File: src/hdl/aprq_pkg.sv
package aprq_pkg;

  localparam int unsigned ID_W       = 16;
  localparam int unsigned PRIO_W     = 8;
  localparam int unsigned TIME_W     = 32;
  localparam int unsigned INTERVAL_W = 16;
  localparam int unsigned STATUS_W   = 2;

  // effective priority: base minus quotient, signed, never saturated
  localparam int unsigned EFF_W = TIME_W + 2;

  // divider retires this many quotient bits per cycle
  localparam int unsigned DIV_BITS  = 2;
  localparam int unsigned DIV_ITER  = TIME_W / DIV_BITS;
  localparam int unsigned DIV_CNT_W = $clog2(DIV_ITER);

  localparam logic [INTERVAL_W-1:0] INTERVAL_RESET = INTERVAL_W'(10);

  localparam logic FUNC_INSERT = 1'b0;
  localparam logic FUNC_SELECT = 1'b1;

  typedef enum logic [STATUS_W-1:0] {
    ST_INSERTED = 2'd0,
    ST_SELECTED = 2'd1,
    ST_EMPTY    = 2'd2,
    ST_FULL     = 2'd3
  } status_e;

  typedef enum logic [2:0] {
    S_IDLE,
    S_INS_SCAN,
    S_SEL_SCAN,
    S_SEL_WAIT,
    S_SEL_DIV,
    S_SEL_CMP,
    S_SEL_END,
    S_DONE
  } state_e;

  typedef struct packed {
    logic [ID_W-1:0]   id;
    logic [PRIO_W-1:0] prio;
    logic [TIME_W-1:0] arrival;
  } slot_t;

endpackage

File: src/hdl/aging_priority_ready_queue_core.sv
// Ready table of up to DEPTH tasks with aging priority selection. Each word on the input is an
// insert (func 0) or a select (func 1) and gives exactly one word on the output. Task payloads
// sit in a single-port-read RAM, valid bits in flops. An insert walks the valid bits one slot a
// cycle from slot 0 until it finds a free slot or reports full. A select visits every slot in
// turn: an empty slot is skipped, an occupied one is read from RAM, its wait time is divided by
// the interval in the divider at 2 quotient bits a cycle, and its effective priority is compared;
// the winner is then cleared from the table. The final state moves the result into the output
// register and waits while an earlier result there is still stalled; a new word is taken while an
// earlier result still waits there. The aging interval is written through cfg_we_i; the user must
// write it only while idle, the block itself does not enforce this. Zero disables aging.
module aging_priority_ready_queue_core #(
  parameter int unsigned DEPTH = 16
) (
  input  logic                                clk_i,
  input  logic                                rst_ni,
  input  logic                                cfg_we_i,
  input  logic [aprq_pkg::INTERVAL_W-1:0]     cfg_wdata_i,
  input  logic                                in_valid_i,
  output logic                                in_stall_o,
  input  logic                                func_i,
  input  logic [aprq_pkg::ID_W-1:0]           task_id_i,
  input  logic [aprq_pkg::PRIO_W-1:0]         base_priority_i,
  input  logic [aprq_pkg::TIME_W-1:0]         arrival_time_i,
  input  logic [aprq_pkg::TIME_W-1:0]         now_time_i,
  output logic                                out_valid_o,
  input  logic                                out_stall_i,
  output logic [aprq_pkg::STATUS_W-1:0]       status_o,
  output logic [aprq_pkg::ID_W-1:0]           chosen_id_o
);

  localparam int unsigned IW = $clog2(DEPTH);

  aprq_pkg::state_e state_q, state_d;

  logic [IW-1:0]                       idx_q, idx_d;
  logic [DEPTH-1:0]                    valid_q, valid_d;
  logic [aprq_pkg::INTERVAL_W-1:0]     interval_q, interval_d;

  logic [aprq_pkg::ID_W-1:0]           item_id_q, item_id_d;
  logic [aprq_pkg::PRIO_W-1:0]         item_prio_q, item_prio_d;
  logic [aprq_pkg::TIME_W-1:0]         item_arr_q, item_arr_d;
  logic [aprq_pkg::TIME_W-1:0]         now_q, now_d;

  logic                                have_best_q, have_best_d;
  logic [IW-1:0]                       best_idx_q, best_idx_d;
  logic signed [aprq_pkg::EFF_W-1:0]   best_eff_q, best_eff_d;
  logic [aprq_pkg::TIME_W-1:0]         best_arr_q, best_arr_d;
  logic [aprq_pkg::ID_W-1:0]           best_id_q, best_id_d;

  aprq_pkg::status_e                   res_status_q, res_status_d;
  logic [aprq_pkg::ID_W-1:0]           res_id_q, res_id_d;

  logic                                out_valid_q, out_valid_d;
  aprq_pkg::status_e                   out_status_q, out_status_d;
  logic [aprq_pkg::ID_W-1:0]           out_id_q, out_id_d;

  logic                                in_accept;
  logic                                out_free;
  logic                                last;

  logic                                ram_we;
  logic                                ram_re;
  aprq_pkg::slot_t                     ram_wdata;
  logic [$bits(aprq_pkg::slot_t)-1:0]  ram_rdata;
  aprq_pkg::slot_t                     rd_slot;

  logic                                div_start;
  logic                                div_busy;
  logic [aprq_pkg::TIME_W-1:0]         div_quotient;
  logic [aprq_pkg::TIME_W-1:0]         wait_time;
  logic [aprq_pkg::TIME_W-1:0]         bonus;
  logic signed [aprq_pkg::EFF_W-1:0]   eff;
  logic                                better;

  assign in_stall_o = (state_q != aprq_pkg::S_IDLE);
  assign in_accept  = in_valid_i && (state_q == aprq_pkg::S_IDLE);
  assign out_free   = !out_valid_q || !out_stall_i;
  assign last       = (idx_q == IW'(DEPTH - 1));

  assign ram_wdata = '{id: item_id_q, prio: item_prio_q, arrival: item_arr_q};
  assign rd_slot   = aprq_pkg::slot_t'(ram_rdata);

  aprq_ram #(
    .WIDTH ($bits(aprq_pkg::slot_t)),
    .DEPTH (DEPTH)
  ) u_slot_ram (
    .clk_i   (clk_i),
    .we_i    (ram_we),
    .waddr_i (idx_q),
    .wdata_i (ram_wdata),
    .re_i    (ram_re),
    .raddr_i (idx_q),
    .rdata_o (ram_rdata)
  );

  // a task that arrived after now has not waited at all
  assign wait_time = (now_q > rd_slot.arrival) ? (now_q - rd_slot.arrival) : '0;

  aprq_div u_div (
    .clk_i      (clk_i),
    .rst_ni     (rst_ni),
    .start_i    (div_start),
    .dividend_i (wait_time),
    .divisor_i  (interval_q),
    .busy_o     (div_busy),
    .quotient_o (div_quotient)
  );

  assign bonus = (interval_q == '0) ? '0 : div_quotient;
  assign eff   = $signed({2'b00, aprq_pkg::TIME_W'(rd_slot.prio)}) - $signed({2'b00, bonus});

  // lower effective priority wins, then earlier arrival, then lower id
  always_comb begin
    priority if (!have_best_q) begin
      better = 1'b1;
    end else if (eff != best_eff_q) begin
      better = (eff < best_eff_q);
    end else if (rd_slot.arrival != best_arr_q) begin
      better = (rd_slot.arrival < best_arr_q);
    end else begin
      better = (rd_slot.id < best_id_q);
    end
  end

  // next state
  always_comb begin
    state_d = state_q;
    unique case (state_q)
      aprq_pkg::S_IDLE: begin
        if (in_accept) begin
          state_d = (func_i == aprq_pkg::FUNC_SELECT) ? aprq_pkg::S_SEL_SCAN
                                                      : aprq_pkg::S_INS_SCAN;
        end
      end
      aprq_pkg::S_INS_SCAN: begin
        if (!valid_q[idx_q] || last) begin
          state_d = aprq_pkg::S_DONE;
        end
      end
      aprq_pkg::S_SEL_SCAN: begin
        if (valid_q[idx_q]) begin
          state_d = aprq_pkg::S_SEL_WAIT;
        end else if (last) begin
          state_d = aprq_pkg::S_SEL_END;
        end
      end
      aprq_pkg::S_SEL_WAIT: state_d = aprq_pkg::S_SEL_DIV;
      aprq_pkg::S_SEL_DIV: begin
        if (!div_busy) begin
          state_d = aprq_pkg::S_SEL_CMP;
        end
      end
      aprq_pkg::S_SEL_CMP: begin
        state_d = last ? aprq_pkg::S_SEL_END : aprq_pkg::S_SEL_SCAN;
      end
      aprq_pkg::S_SEL_END: state_d = aprq_pkg::S_DONE;
      aprq_pkg::S_DONE: begin
        if (out_free) begin
          state_d = aprq_pkg::S_IDLE;
        end
      end
      default: state_d = aprq_pkg::S_IDLE;
    endcase
  end

  // datapath and strobes
  always_comb begin
    idx_d        = idx_q;
    valid_d      = valid_q;
    interval_d   = interval_q;
    item_id_d    = item_id_q;
    item_prio_d  = item_prio_q;
    item_arr_d   = item_arr_q;
    now_d        = now_q;
    have_best_d  = have_best_q;
    best_idx_d   = best_idx_q;
    best_eff_d   = best_eff_q;
    best_arr_d   = best_arr_q;
    best_id_d    = best_id_q;
    res_status_d = res_status_q;
    res_id_d     = res_id_q;
    out_valid_d  = out_valid_q;
    out_status_d = out_status_q;
    out_id_d     = out_id_q;
    ram_we       = 1'b0;
    ram_re       = 1'b0;
    div_start    = 1'b0;

    if (cfg_we_i) begin
      interval_d = cfg_wdata_i;
    end
    if (out_valid_q && !out_stall_i) begin
      out_valid_d = 1'b0;
    end

    unique case (state_q)
      aprq_pkg::S_IDLE: begin
        if (in_accept) begin
          item_id_d   = task_id_i;
          item_prio_d = base_priority_i;
          item_arr_d  = arrival_time_i;
          now_d       = now_time_i;
          idx_d       = '0;
          have_best_d = 1'b0;
        end
      end
      aprq_pkg::S_INS_SCAN: begin
        if (!valid_q[idx_q]) begin
          ram_we         = 1'b1;
          valid_d[idx_q] = 1'b1;
          res_status_d   = aprq_pkg::ST_INSERTED;
          res_id_d       = '0;
        end else if (last) begin
          res_status_d = aprq_pkg::ST_FULL;
          res_id_d     = '0;
        end else begin
          idx_d = idx_q + 1'b1;
        end
      end
      aprq_pkg::S_SEL_SCAN: begin
        if (valid_q[idx_q]) begin
          ram_re = 1'b1;
        end else if (!last) begin
          idx_d = idx_q + 1'b1;
        end
      end
      aprq_pkg::S_SEL_WAIT: begin
        div_start = 1'b1;
      end
      aprq_pkg::S_SEL_DIV: begin
      end
      aprq_pkg::S_SEL_CMP: begin
        if (better) begin
          have_best_d = 1'b1;
          best_idx_d  = idx_q;
          best_eff_d  = eff;
          best_arr_d  = rd_slot.arrival;
          best_id_d   = rd_slot.id;
        end
        if (!last) begin
          idx_d = idx_q + 1'b1;
        end
      end
      aprq_pkg::S_SEL_END: begin
        if (have_best_q) begin
          valid_d[best_idx_q] = 1'b0;
          res_status_d        = aprq_pkg::ST_SELECTED;
          res_id_d            = best_id_q;
        end else begin
          res_status_d = aprq_pkg::ST_EMPTY;
          res_id_d     = '0;
        end
      end
      aprq_pkg::S_DONE: begin
        if (out_free) begin
          out_valid_d  = 1'b1;
          out_status_d = res_status_q;
          out_id_d     = res_id_q;
        end
      end
      default: begin
      end
    endcase
  end

  always_ff @(posedge clk_i or negedge rst_ni) begin
    if (!rst_ni) begin
      state_q     <= aprq_pkg::S_IDLE;
      idx_q       <= '0;
      valid_q     <= '0;
      interval_q  <= aprq_pkg::INTERVAL_RESET;
      have_best_q <= 1'b0;
      out_valid_q <= 1'b0;
    end else begin
      state_q     <= state_d;
      idx_q       <= idx_d;
      valid_q     <= valid_d;
      interval_q  <= interval_d;
      have_best_q <= have_best_d;
      out_valid_q <= out_valid_d;
    end
  end

  always_ff @(posedge clk_i) begin
    item_id_q    <= item_id_d;
    item_prio_q  <= item_prio_d;
    item_arr_q   <= item_arr_d;
    now_q        <= now_d;
    best_idx_q   <= best_idx_d;
    best_eff_q   <= best_eff_d;
    best_arr_q   <= best_arr_d;
    best_id_q    <= best_id_d;
    res_status_q <= res_status_d;
    res_id_q     <= res_id_d;
    out_status_q <= out_status_d;
    out_id_q     <= out_id_d;
  end

  assign out_valid_o = out_valid_q;
  assign status_o    = out_status_q;
  assign chosen_id_o = out_id_q;

endmodule

File: src/hdl/aprq_ram.sv
module aprq_ram #(
  parameter int unsigned WIDTH = 8,
  parameter int unsigned DEPTH = 16
) (
  input  logic                     clk_i,
  input  logic                     we_i,
  input  logic [$clog2(DEPTH)-1:0] waddr_i,
  input  logic [WIDTH-1:0]         wdata_i,
  input  logic                     re_i,
  input  logic [$clog2(DEPTH)-1:0] raddr_i,
  output logic [WIDTH-1:0]         rdata_o
);

  logic [WIDTH-1:0] mem_q [DEPTH];
  logic [WIDTH-1:0] rdata_q;

  always_ff @(posedge clk_i) begin
    if (we_i) begin
      mem_q[waddr_i] <= wdata_i;
    end
    if (re_i) begin
      rdata_q <= mem_q[raddr_i];
    end
  end

  assign rdata_o = rdata_q;

endmodule

File: src/hdl/aprq_div.sv
module aprq_div (
  input  logic                              clk_i,
  input  logic                              rst_ni,
  input  logic                              start_i,
  input  logic [aprq_pkg::TIME_W-1:0]       dividend_i,
  input  logic [aprq_pkg::INTERVAL_W-1:0]   divisor_i,
  output logic                              busy_o,
  output logic [aprq_pkg::TIME_W-1:0]       quotient_o
);

  logic                                busy_q, busy_d;
  logic [aprq_pkg::DIV_CNT_W-1:0]      cnt_q, cnt_d;
  logic [aprq_pkg::TIME_W-1:0]         dvd_q, dvd_d;
  logic [aprq_pkg::TIME_W-1:0]         quo_q, quo_d;
  logic [aprq_pkg::INTERVAL_W-1:0]     div_q, div_d;
  logic [aprq_pkg::INTERVAL_W-1:0]     rem_q, rem_d;

  // restoring division, a few quotient bits per cycle
  always_comb begin
    logic [aprq_pkg::INTERVAL_W:0]   r;
    logic [aprq_pkg::INTERVAL_W-1:0] rem;
    logic [aprq_pkg::TIME_W-1:0]     dvd;
    logic [aprq_pkg::TIME_W-1:0]     quo;
    logic                            ge;
    busy_d = busy_q;
    cnt_d  = cnt_q;
    div_d  = div_q;
    rem    = rem_q;
    dvd    = dvd_q;
    quo    = quo_q;
    for (int j = 0; j < aprq_pkg::DIV_BITS; j++) begin
      r   = {rem, dvd[aprq_pkg::TIME_W-1]};
      dvd = {dvd[aprq_pkg::TIME_W-2:0], 1'b0};
      ge  = (r >= {1'b0, div_q});
      if (ge) begin
        r = r - {1'b0, div_q};
      end
      rem = r[aprq_pkg::INTERVAL_W-1:0];
      quo = {quo[aprq_pkg::TIME_W-2:0], ge};
    end
    rem_d = rem_q;
    dvd_d = dvd_q;
    quo_d = quo_q;
    if (start_i) begin
      busy_d = 1'b1;
      cnt_d  = '0;
      div_d  = divisor_i;
      rem_d  = '0;
      dvd_d  = dividend_i;
      quo_d  = '0;
    end else if (busy_q) begin
      rem_d = rem;
      dvd_d = dvd;
      quo_d = quo;
      cnt_d = cnt_q + 1'b1;
      if (cnt_q == aprq_pkg::DIV_CNT_W'(aprq_pkg::DIV_ITER - 1)) begin
        busy_d = 1'b0;
      end
    end
  end

  always_ff @(posedge clk_i or negedge rst_ni) begin
    if (!rst_ni) begin
      busy_q <= 1'b0;
      cnt_q  <= '0;
    end else begin
      busy_q <= busy_d;
      cnt_q  <= cnt_d;
    end
  end

  always_ff @(posedge clk_i) begin
    div_q <= div_d;
    rem_q <= rem_d;
    dvd_q <= dvd_d;
    quo_q <= quo_d;
  end

  assign busy_o     = busy_q;
  assign quotient_o = quo_q;

endmodule
File: config.mk
export PLATFORM = sky130hd
export DESIGN_NAME = aging_priority_ready_queue_core
export DESIGN_NICKNAME = d
export VERILOG_FILES = /design/src/hdl/aprq_pkg.sv /design/src/hdl/aging_priority_ready_queue_core.sv /design/src/hdl/aprq_ram.sv /design/src/hdl/aprq_div.sv
export SDC_FILE = /design/constraint.sdc
export NUM_CORES = 2
export LEC_CHECK = 0
export BUFFER_PORTS_ARGS = -buffer_cell sky130_fd_sc_hd__buf_2
export CAP_MARGIN = 10
export CORE_MARGIN = 2
export CORE_UTILIZATION = 35
export CTS_CLUSTER_DIAMETER = 50
export DETAILED_ROUTE_END_ITERATION = 10
export HOLD_SLACK_MARGIN = 0.05
export PLACE_DENSITY = 0.51
export SLEW_MARGIN = 20
export SYNTH_ARGS = -nofsm -noshare
export SYNTH_HDL_FRONTEND = slang
export SYNTH_SLANG_ARGS = --single-unit
File: constraint.sdc
create_clock -name clk_i -period 21 [get_ports clk_i]
set_input_delay 2.1 -clock clk_i [delete_from_list [all_inputs] [get_ports clk_i]]
set_output_delay 2.1 -clock clk_i [all_outputs]
set_load 0.05 [all_outputs]
Word-level counts from Yosys, hierarchy flattened
Memory sizes are Yosys's and may differ from the RTL's. A register that Yosys moved wholly into a read port is not among the register bits.
Index checks and enable logic that the tools add are counted.
{ "classes": {"n_bitwise": 3, "multipliers": 0, "div": 0, "n_mux": 58, "magnitude_cmp": 10, "eq_ne": 22, "n_addsub": 6, "shifts": 0, "reduce_logical": 24} }
{ "op_table": {"columns": ["cell", "count"], "rows": [
  ["32-bit 2-to-1 mux", 4],
  ["16-bit 2-to-1 mux", 7],
  ["16-bit one-hot mux with 2 select lines", 2],
  ["17-bit by 16-bit greater-or-equal comparator with 1-bit output", 2],
  ["33-bit less-than comparator", 1],
  ["33-bit inequality test", 1],
  ["8-bit by 32-bit subtractor with 33-bit output", 1],
  ["32-bit > comparator", 1],
  ["32-bit less-than comparator", 1],
  ["32-bit inequality test", 1],
  ["16-bit subtractor", 2],
  ["32-bit subtractor", 1],
  ["4-bit 2-to-1 mux", 6],
  ["3-bit one-hot mux with 8 select lines", 1],
  ["1-bit 2-to-1 mux", 21],
  ["3-bit 2-to-1 mux", 7],
  ["2-bit inequality test (second input constant)", 9],
  ["16-bit AND", 1],
  ["16-bit logical NOT", 1],
  ["16-bit less-than comparator", 1],
  ["16-bit NOT", 1],
  ["16-bit OR", 1],
  ["4-bit one-hot mux with 4 select lines", 1],
  ["3-bit == test (second input constant)", 4],
  ["other kinds (23)", 45]
]} }
{ "word_totals": {"in_bits": 110, "reg_bits": 351, "memories": 1, "latchBits": 0, "ramBits": 896, "word_cells": 148, "mem_bits_ro": 0} }
{ "memory_table": {"columns": ["memory", "depth", "word_bits", "rd", "rd_clocked_by_memory_dff", "write_ports", "line", "text"], "rows": [
  ["u_slot_ram.mem_q", 16, 56, 1, 1, 1, "aprq_ram.sv:14", "logic [WIDTH-1:0] mem_q [DEPTH];"]
]} }

Longest topological paths before layout
{ "depth": {"word_depth": 8, "ltp_mapped": 27, "ltp_nobuf": 25} }

Hierarchy
Synthesis repeated with hierarchy kept, for this count alone.
{ "unflattened": {"hier_cells": 3158, "area_unflattened_um2": 54441.0} }
{ "by_module_without_submodules": {"columns": ["module", "n_inst", "cells_each", "seq_area_each_um2", "area_per_inst_um2"], "rows": [
  ["aprq_ram", 1, 1445, 28587.4, 35238.8],
  ["aging_priority_ready_queue_core", 1, 1177, 7304.5, 13543.0],
  ["aprq_div", 1, 536, 2527.4, 5659.2]
]} }

Worst setup path before layout
OpenSTA, ideal clock, no wires.
{ "synth_path": {"kind": "reg2reg", "start": "reg interval_q[3] in the netlist's numbering", "end": "reg best_arr_q[0] in the netlist's numbering (enable)", "period_less_slack_ns": 9.908, "n_path_buf": 3, "path_stages_with_launch": 27, "arrival_ns": 9.333, "required_time_ns": 20.424, "slack_ns": 11.092, "cell_sequence": "dfstp_2 -> nor4_1 -> nand4_1 -> clkbuf_1 -> clkbuf_1 -> clkbuf_1 -> nand2_1 -> ha_1 -> nor2b_1 -> o21ai_0 -> a21boi_0 -> o21ai_0 -> a21boi_0 -> o21a_1 -> nand3_1 -> or3_1 -> a31oi_1 -> ha_1 -> nand4_1 -> nor2_1 -> nand3_1 -> nor2_1 -> a2111oi_0 -> o211ai_1 -> a311oi_1 -> o211ai_1 -> a41oi_1"} }
{ "synth_between": {"elab_chain_cells": 7, "word_cells_on_any_way": 8} }
{ "synth_lines": {"columns": ["item", "line", "text"], "rows": [
  ["start: declaration", "aging_priority_ready_queue_core.sv:37", "logic [aprq_pkg::INTERVAL_W-1:0] interval_q, interval_d;"],
  ["start signal: assignment", "aging_priority_ready_queue_core.sv:271", "interval_q <= aprq_pkg::INTERVAL_RESET;"],
  ["start signal: assignment", "aging_priority_ready_queue_core.sv:278", "interval_q <= interval_d;"],
  ["16-bit logical NOT (*)", "aging_priority_ready_queue_core.sv:109", "assign bonus = (interval_q == '0) ? '0 : div_quotient;"],
  ["32-bit 2-to-1 mux (*)", "aging_priority_ready_queue_core.sv:109", null],
  ["8-bit by 32-bit subtractor with 33-bit output (*)", "aging_priority_ready_queue_core.sv:110", "assign eff = $signed({2'b00, aprq_pkg::TIME_W'(rd_slot.prio)}) - $signed({2'b00, bonus});"],
  ["net eff (one bit)", "aging_priority_ready_queue_core.sv:72", "logic signed [aprq_pkg::EFF_W-1:0] eff;"],
  ["33-bit less-than comparator or 33-bit inequality test (tied branches)", "aging_priority_ready_queue_core.sv:117, aging_priority_ready_queue_core.sv:116", null],
  ["1-bit 2-to-1 mux (*)", "aging_priority_ready_queue_core.sv:116", "end else if (eff != best_eff_q) begin"],
  ["1-bit 2-to-1 mux (*)", "aging_priority_ready_queue_core.sv:114", "priority if (!have_best_q) begin"],
  ["2-bit AND reduction (no source line) (*)", null, null],
  ["end signal: assignment", "aging_priority_ready_queue_core.sv:291", "best_arr_q <= best_arr_d;"],
  ["end: declaration", "aging_priority_ready_queue_core.sv:47", "logic [aprq_pkg::TIME_W-1:0] best_arr_q, best_arr_d;"]
]} }
The timed path passes the listed nets; every way through them passes the cells marked *.
A chain may end at the register's enable or synchronous reset.

Worst setup path in the final report
{ "layout_path": {"start": "reg interval_q[1] in the netlist's numbering", "end": "reg best_arr_q[23] in the netlist's numbering (enable)"} }
The elaborated chain is that of the path after synthesis.

==> impl_metrics.csv <==
group,metric,value,unit
status,status,"finished clean",
timing,hold_viol_final,0,
clocking,clk_pin_slew,0.06,ns
clocking,cts_sinks,1303,
logic_synthesis,syn_nets,3283,
routing,num_vias,27700,
logic_synthesis,syn_area,54000,µm²
logic_synthesis,synthFlopType,"edfxtp_1",
die,num_io_pins,130,
placement,gp_congestion,0.803,
power_and_ir_drop,vdd_drop_max,81.6,µV
logic_synthesis,synth-edff-count,1209,
timing,setup_viol,0,
routing,routed_via_density,5.11,
finish,drive_above_1_share,22.9,%
power_and_ir_drop,sw_frac_of_total,31.9,%
critical_path,crit_path_end_kind,"flip-flop",
timing,worstMarginPinSlew,1.09,ns
placement,dp.final_hpwl,77100,µm
finish,mostFrequentLayoutCells,"1209 x edfxtp_1, 285 x mux4_2, 165 x inv_1, 159 x clkbuf_16, 157 x ha_1",
die,core-area,154000,µm²
timing,min_period,6.90,ns
finish,layout_commonest_cell,"edfxtp_1",
clocking,htree_levels,4,
timing,layout_worst_path_cycle_share,32.9,%
clocking,cts_setup_buffers,0,
routing,route.detailed.drc,0,
logic_synthesis,yosys.cell_types.count,73,
global_routing,grt_pass1_vias,28300,
die,dieWidth,397,µm
placement,port_buffers,129,
clocking,ctsRootBufferMaster,"clkbuf_16",
die,initial_core_util,35.2,%
clocking,ctsResizeCount,0,
clocking,cts_tree,"done",
routing,drtAntennaViolNets,0,
global_routing,grt_usage,16.9,%
finish,fin_nets,3508,
clocking,numCtsBuffers,158,
critical_path,startpoint,"interval_q[1]",
finish,n_fill_cell,13900,
finish,multi_input_area,14600,µm²
timing,setup_ws,14.10,ns
logic_synthesis,synthCells,3012,
routing,drt_iter0_drc,2173,
routing,post_drt_wl_per_cell,24.5,µm
power_and_ir_drop,p_comb_share,28.0,%
finish,syn2layout_area_growth,15.8,%
critical_path,required,21.41,ns
power_and_ir_drop,p_int,0.00581,W
timing,relSlewSlack,27.1,%
global_routing,grt_antenna_before_repair,8,
finish,regArea,38400,µm²
logic_synthesis,syn_avg_cell_area,17.9,µm²
timing,grt_setup_unrepaired,"false",
logic_synthesis,yosysSeqAreaShare,71.2,%
logic_synthesis,ys_warn_count,0,
clocking,insertion_delay,0.79,ns
global_routing,grt_first_pass_wirelength,195000,µm
logic_synthesis,async_reset_ff_share,3.53,%
critical_path,worstPathArrival,7.31,ns
critical_path,rr_startpoint,"interval_q[1]",
power_and_ir_drop,power_density,136,nW/µm²
global_routing,grt_max_degree,91,
finish,antenna_cells,0,
placement,dp_slack,14.08,ns
timing,tns,0,ns
die,rows,144,
power_and_ir_drop,seqPwrFrac,40.5,%
power_and_ir_drop,p_sw,0.00272,W
global_routing,gr-total-overflow,0,
critical_path,path_class,"reg2reg",
timing,finalMaxSlewViolations,0,
clocking,cts_hold_buf,0,
clocking,clock_path_buffers,3,
timing,fmax,145,MHz
hold_path,min_path_type,"reg2reg",
run,drv_cap,0,
routing,drt_pass1_iterations,5,
power_and_ir_drop,pwr-share-clk,31.5,%
logic_synthesis,ys_ff_latch,1303,
timing,clock_skew,0.0564,ns
hold_path,hp-start,"res_status_q[0]",
power_and_ir_drop,p_leak,21.4,nW
critical_path,critPathMaxFanout,49,
die,die-area,157000,µm²
critical_path,startpoint_type,"flip-flop",
routing,wl,132000,µm
die,die_y,397,µm
timing,hold_ws,0.385,ns
## routing by layer
| layer | global-route usage, % | vias to the layer above | wire length, µm |
|---|---|---|---|
| met3 | 2.92 | 161 | 5730 |
| met1 | 24.1 | 14400 | 61400 |
| li1 | - | 12500 | - |
| met5 | 0 | - | 26 |
| met2 | 27.1 | 597 | 62900 |
| met4 | 3.99 | 6 | 2390 |
## synth_stat cells, types with 6 or more instances
library cell	count	area, µm²
nor4_1	11	68.8
o21a_1	21	158
a21o_1	49	368
nor3_1	21	105
or2_2	9	56.3
a22o_1	7	61.3
o211ai_1	11	82.6
and3_1	27	169
nor2_1	125	469
dfxtp_1	48	961
mux4_2	285	6420
a21oi_1	114	571
a211oi_1	16	120
or3_1	25	156
xnor2_1	34	298
xor2_1	25	219
o21ai_0	113	566
nand3_1	23	115
edfxtp_1	1209	36300
buf_1	23	86.3
o31ai_1	10	75.1
inv_1	166	623
nand2_1	99	372
clkbuf_1	83	312
ha_1	157	1960
nand2b_1	28	175
mux2i_1	39	390
mux2_2	23	259
nor2b_1	21	131
nand4_1	30	188
a211o_1	6	52.6
dfrtp_1	44	1100
o21ai_1	10	50.1
## area by class of cell
cell class | count | share of cell area [%]
Multi-Input combinational cell | 1431 | 23.4
Inverter | 167 | 1.00
Sequential cell | 1303 | 61.5
Clock inverter | 107 | 1.82
Clock buffer | 183 | 6.54
Timing Repair Buffer | 176 | 1.64
Tap cell | 2044 | 4.09
## worst paths after layout
kind | cells past startpoint | end | slack [ns]
max reg2reg | 25 | best_arr_q[23] | 14.10
max in group asynchronous | 2 | idx_q[2] | 19.07
min in group asynchronous | 2 | u_div.cnt_q[1] | 1.43
min | 0 | status_o[0] | 0.39
min reg2reg | 0 | status_o[0] | 0.39
max | 25 | best_arr_q[23] | 14.10
## power by group through the flow
stage	combinational, W	clock, W	sequential, W
2_1_floorplan	0.00182	0	0.00341
5_1_grt	0.00266	0.00286	0.00349
3_3_place_gp	0.00241	0	0.00351
3_5_place_dp	0.00241	0	0.00351
4_1_cts	0.00243	0.00276	0.00346
6_report	0.00239	0.00269	0.00345
## flip-flops by register name, summed over array words and instances, names as in the netlist, 8 cells and up
register / cells
best_eff_q: 33
u_slot_ram.mem_q: 896
valid_q: 16
best_arr_q: 32
u_slot_ram.rdata_o: 56
interval_q: 16
item_prio_q: 8
res_id_q: 16
item_id_q: 16
u_div.quotient_o: 32
best_id_q: 16
chosen_id_o: 16
u_div.dvd_q: 32
now_q: 32
item_arr_q: 32
u_div.div_q: 16
u_div.rem_q: 16
## kinds of logic (layout without fill, tap and decap cells)
| family | after synthesis | in the layout | share of synthesized area, % |
|---|---|---|---|
| AND/OR/NAND/NOR | 438 | 438 | 3.99 |
| XOR/XNOR | 59 | 59 | 0.958 |
| buffers and inverters | 278 | 633 | 1.95 |
| AO/OA/AOI/OAI | 426 | 426 | 5.01 |
| adder cells (fa/ha/maj) | 161 | 161 | 3.79 |
| multiplexers | 347 | 347 | 13.1 |
| flip-flops | 1303 | 1303 | 71.2 |
## metrics by stage
stage	util, %	total power (W)	instances	instance area, µm²
after floorplan	-	0.00523	3012	54000
after global placement	37.3	0.00593	5121	57300
after detailed placement	37.3	0.00593	5121	57300
after CTS	40.7	0.00864	5411	62500
after global routing	40.7	0.00901	5411	62500
final	40.7	0.00853	5411	62500
## critical path, stage by stage, from the launching register on
cell and delay [ns]:
dfstp_2 0.55, nor4_1 0.07, nand4_1 0.07, buf_4 0.45
and2_1 0.20, ha_1 0.16, inv_1 0.05, fa_1 0.39
a21o_1 0.19, a21oi_1 0.21, o21ai_0 0.10, a21oi_1 0.22
o21bai_1 0.11, a21oi_1 0.63, nand2b_1 0.37, o311a_1 0.23
a21oi_1 0.16, ha_1 0.16, nand4_1 0.09, or2_2 0.29
nor4_1 0.57, nand2_1 0.12, o211ai_1 0.13, o211ai_1 0.15
a41oi_4 0.23, buf_4 0.54
(Power assumes the default switching activity.)
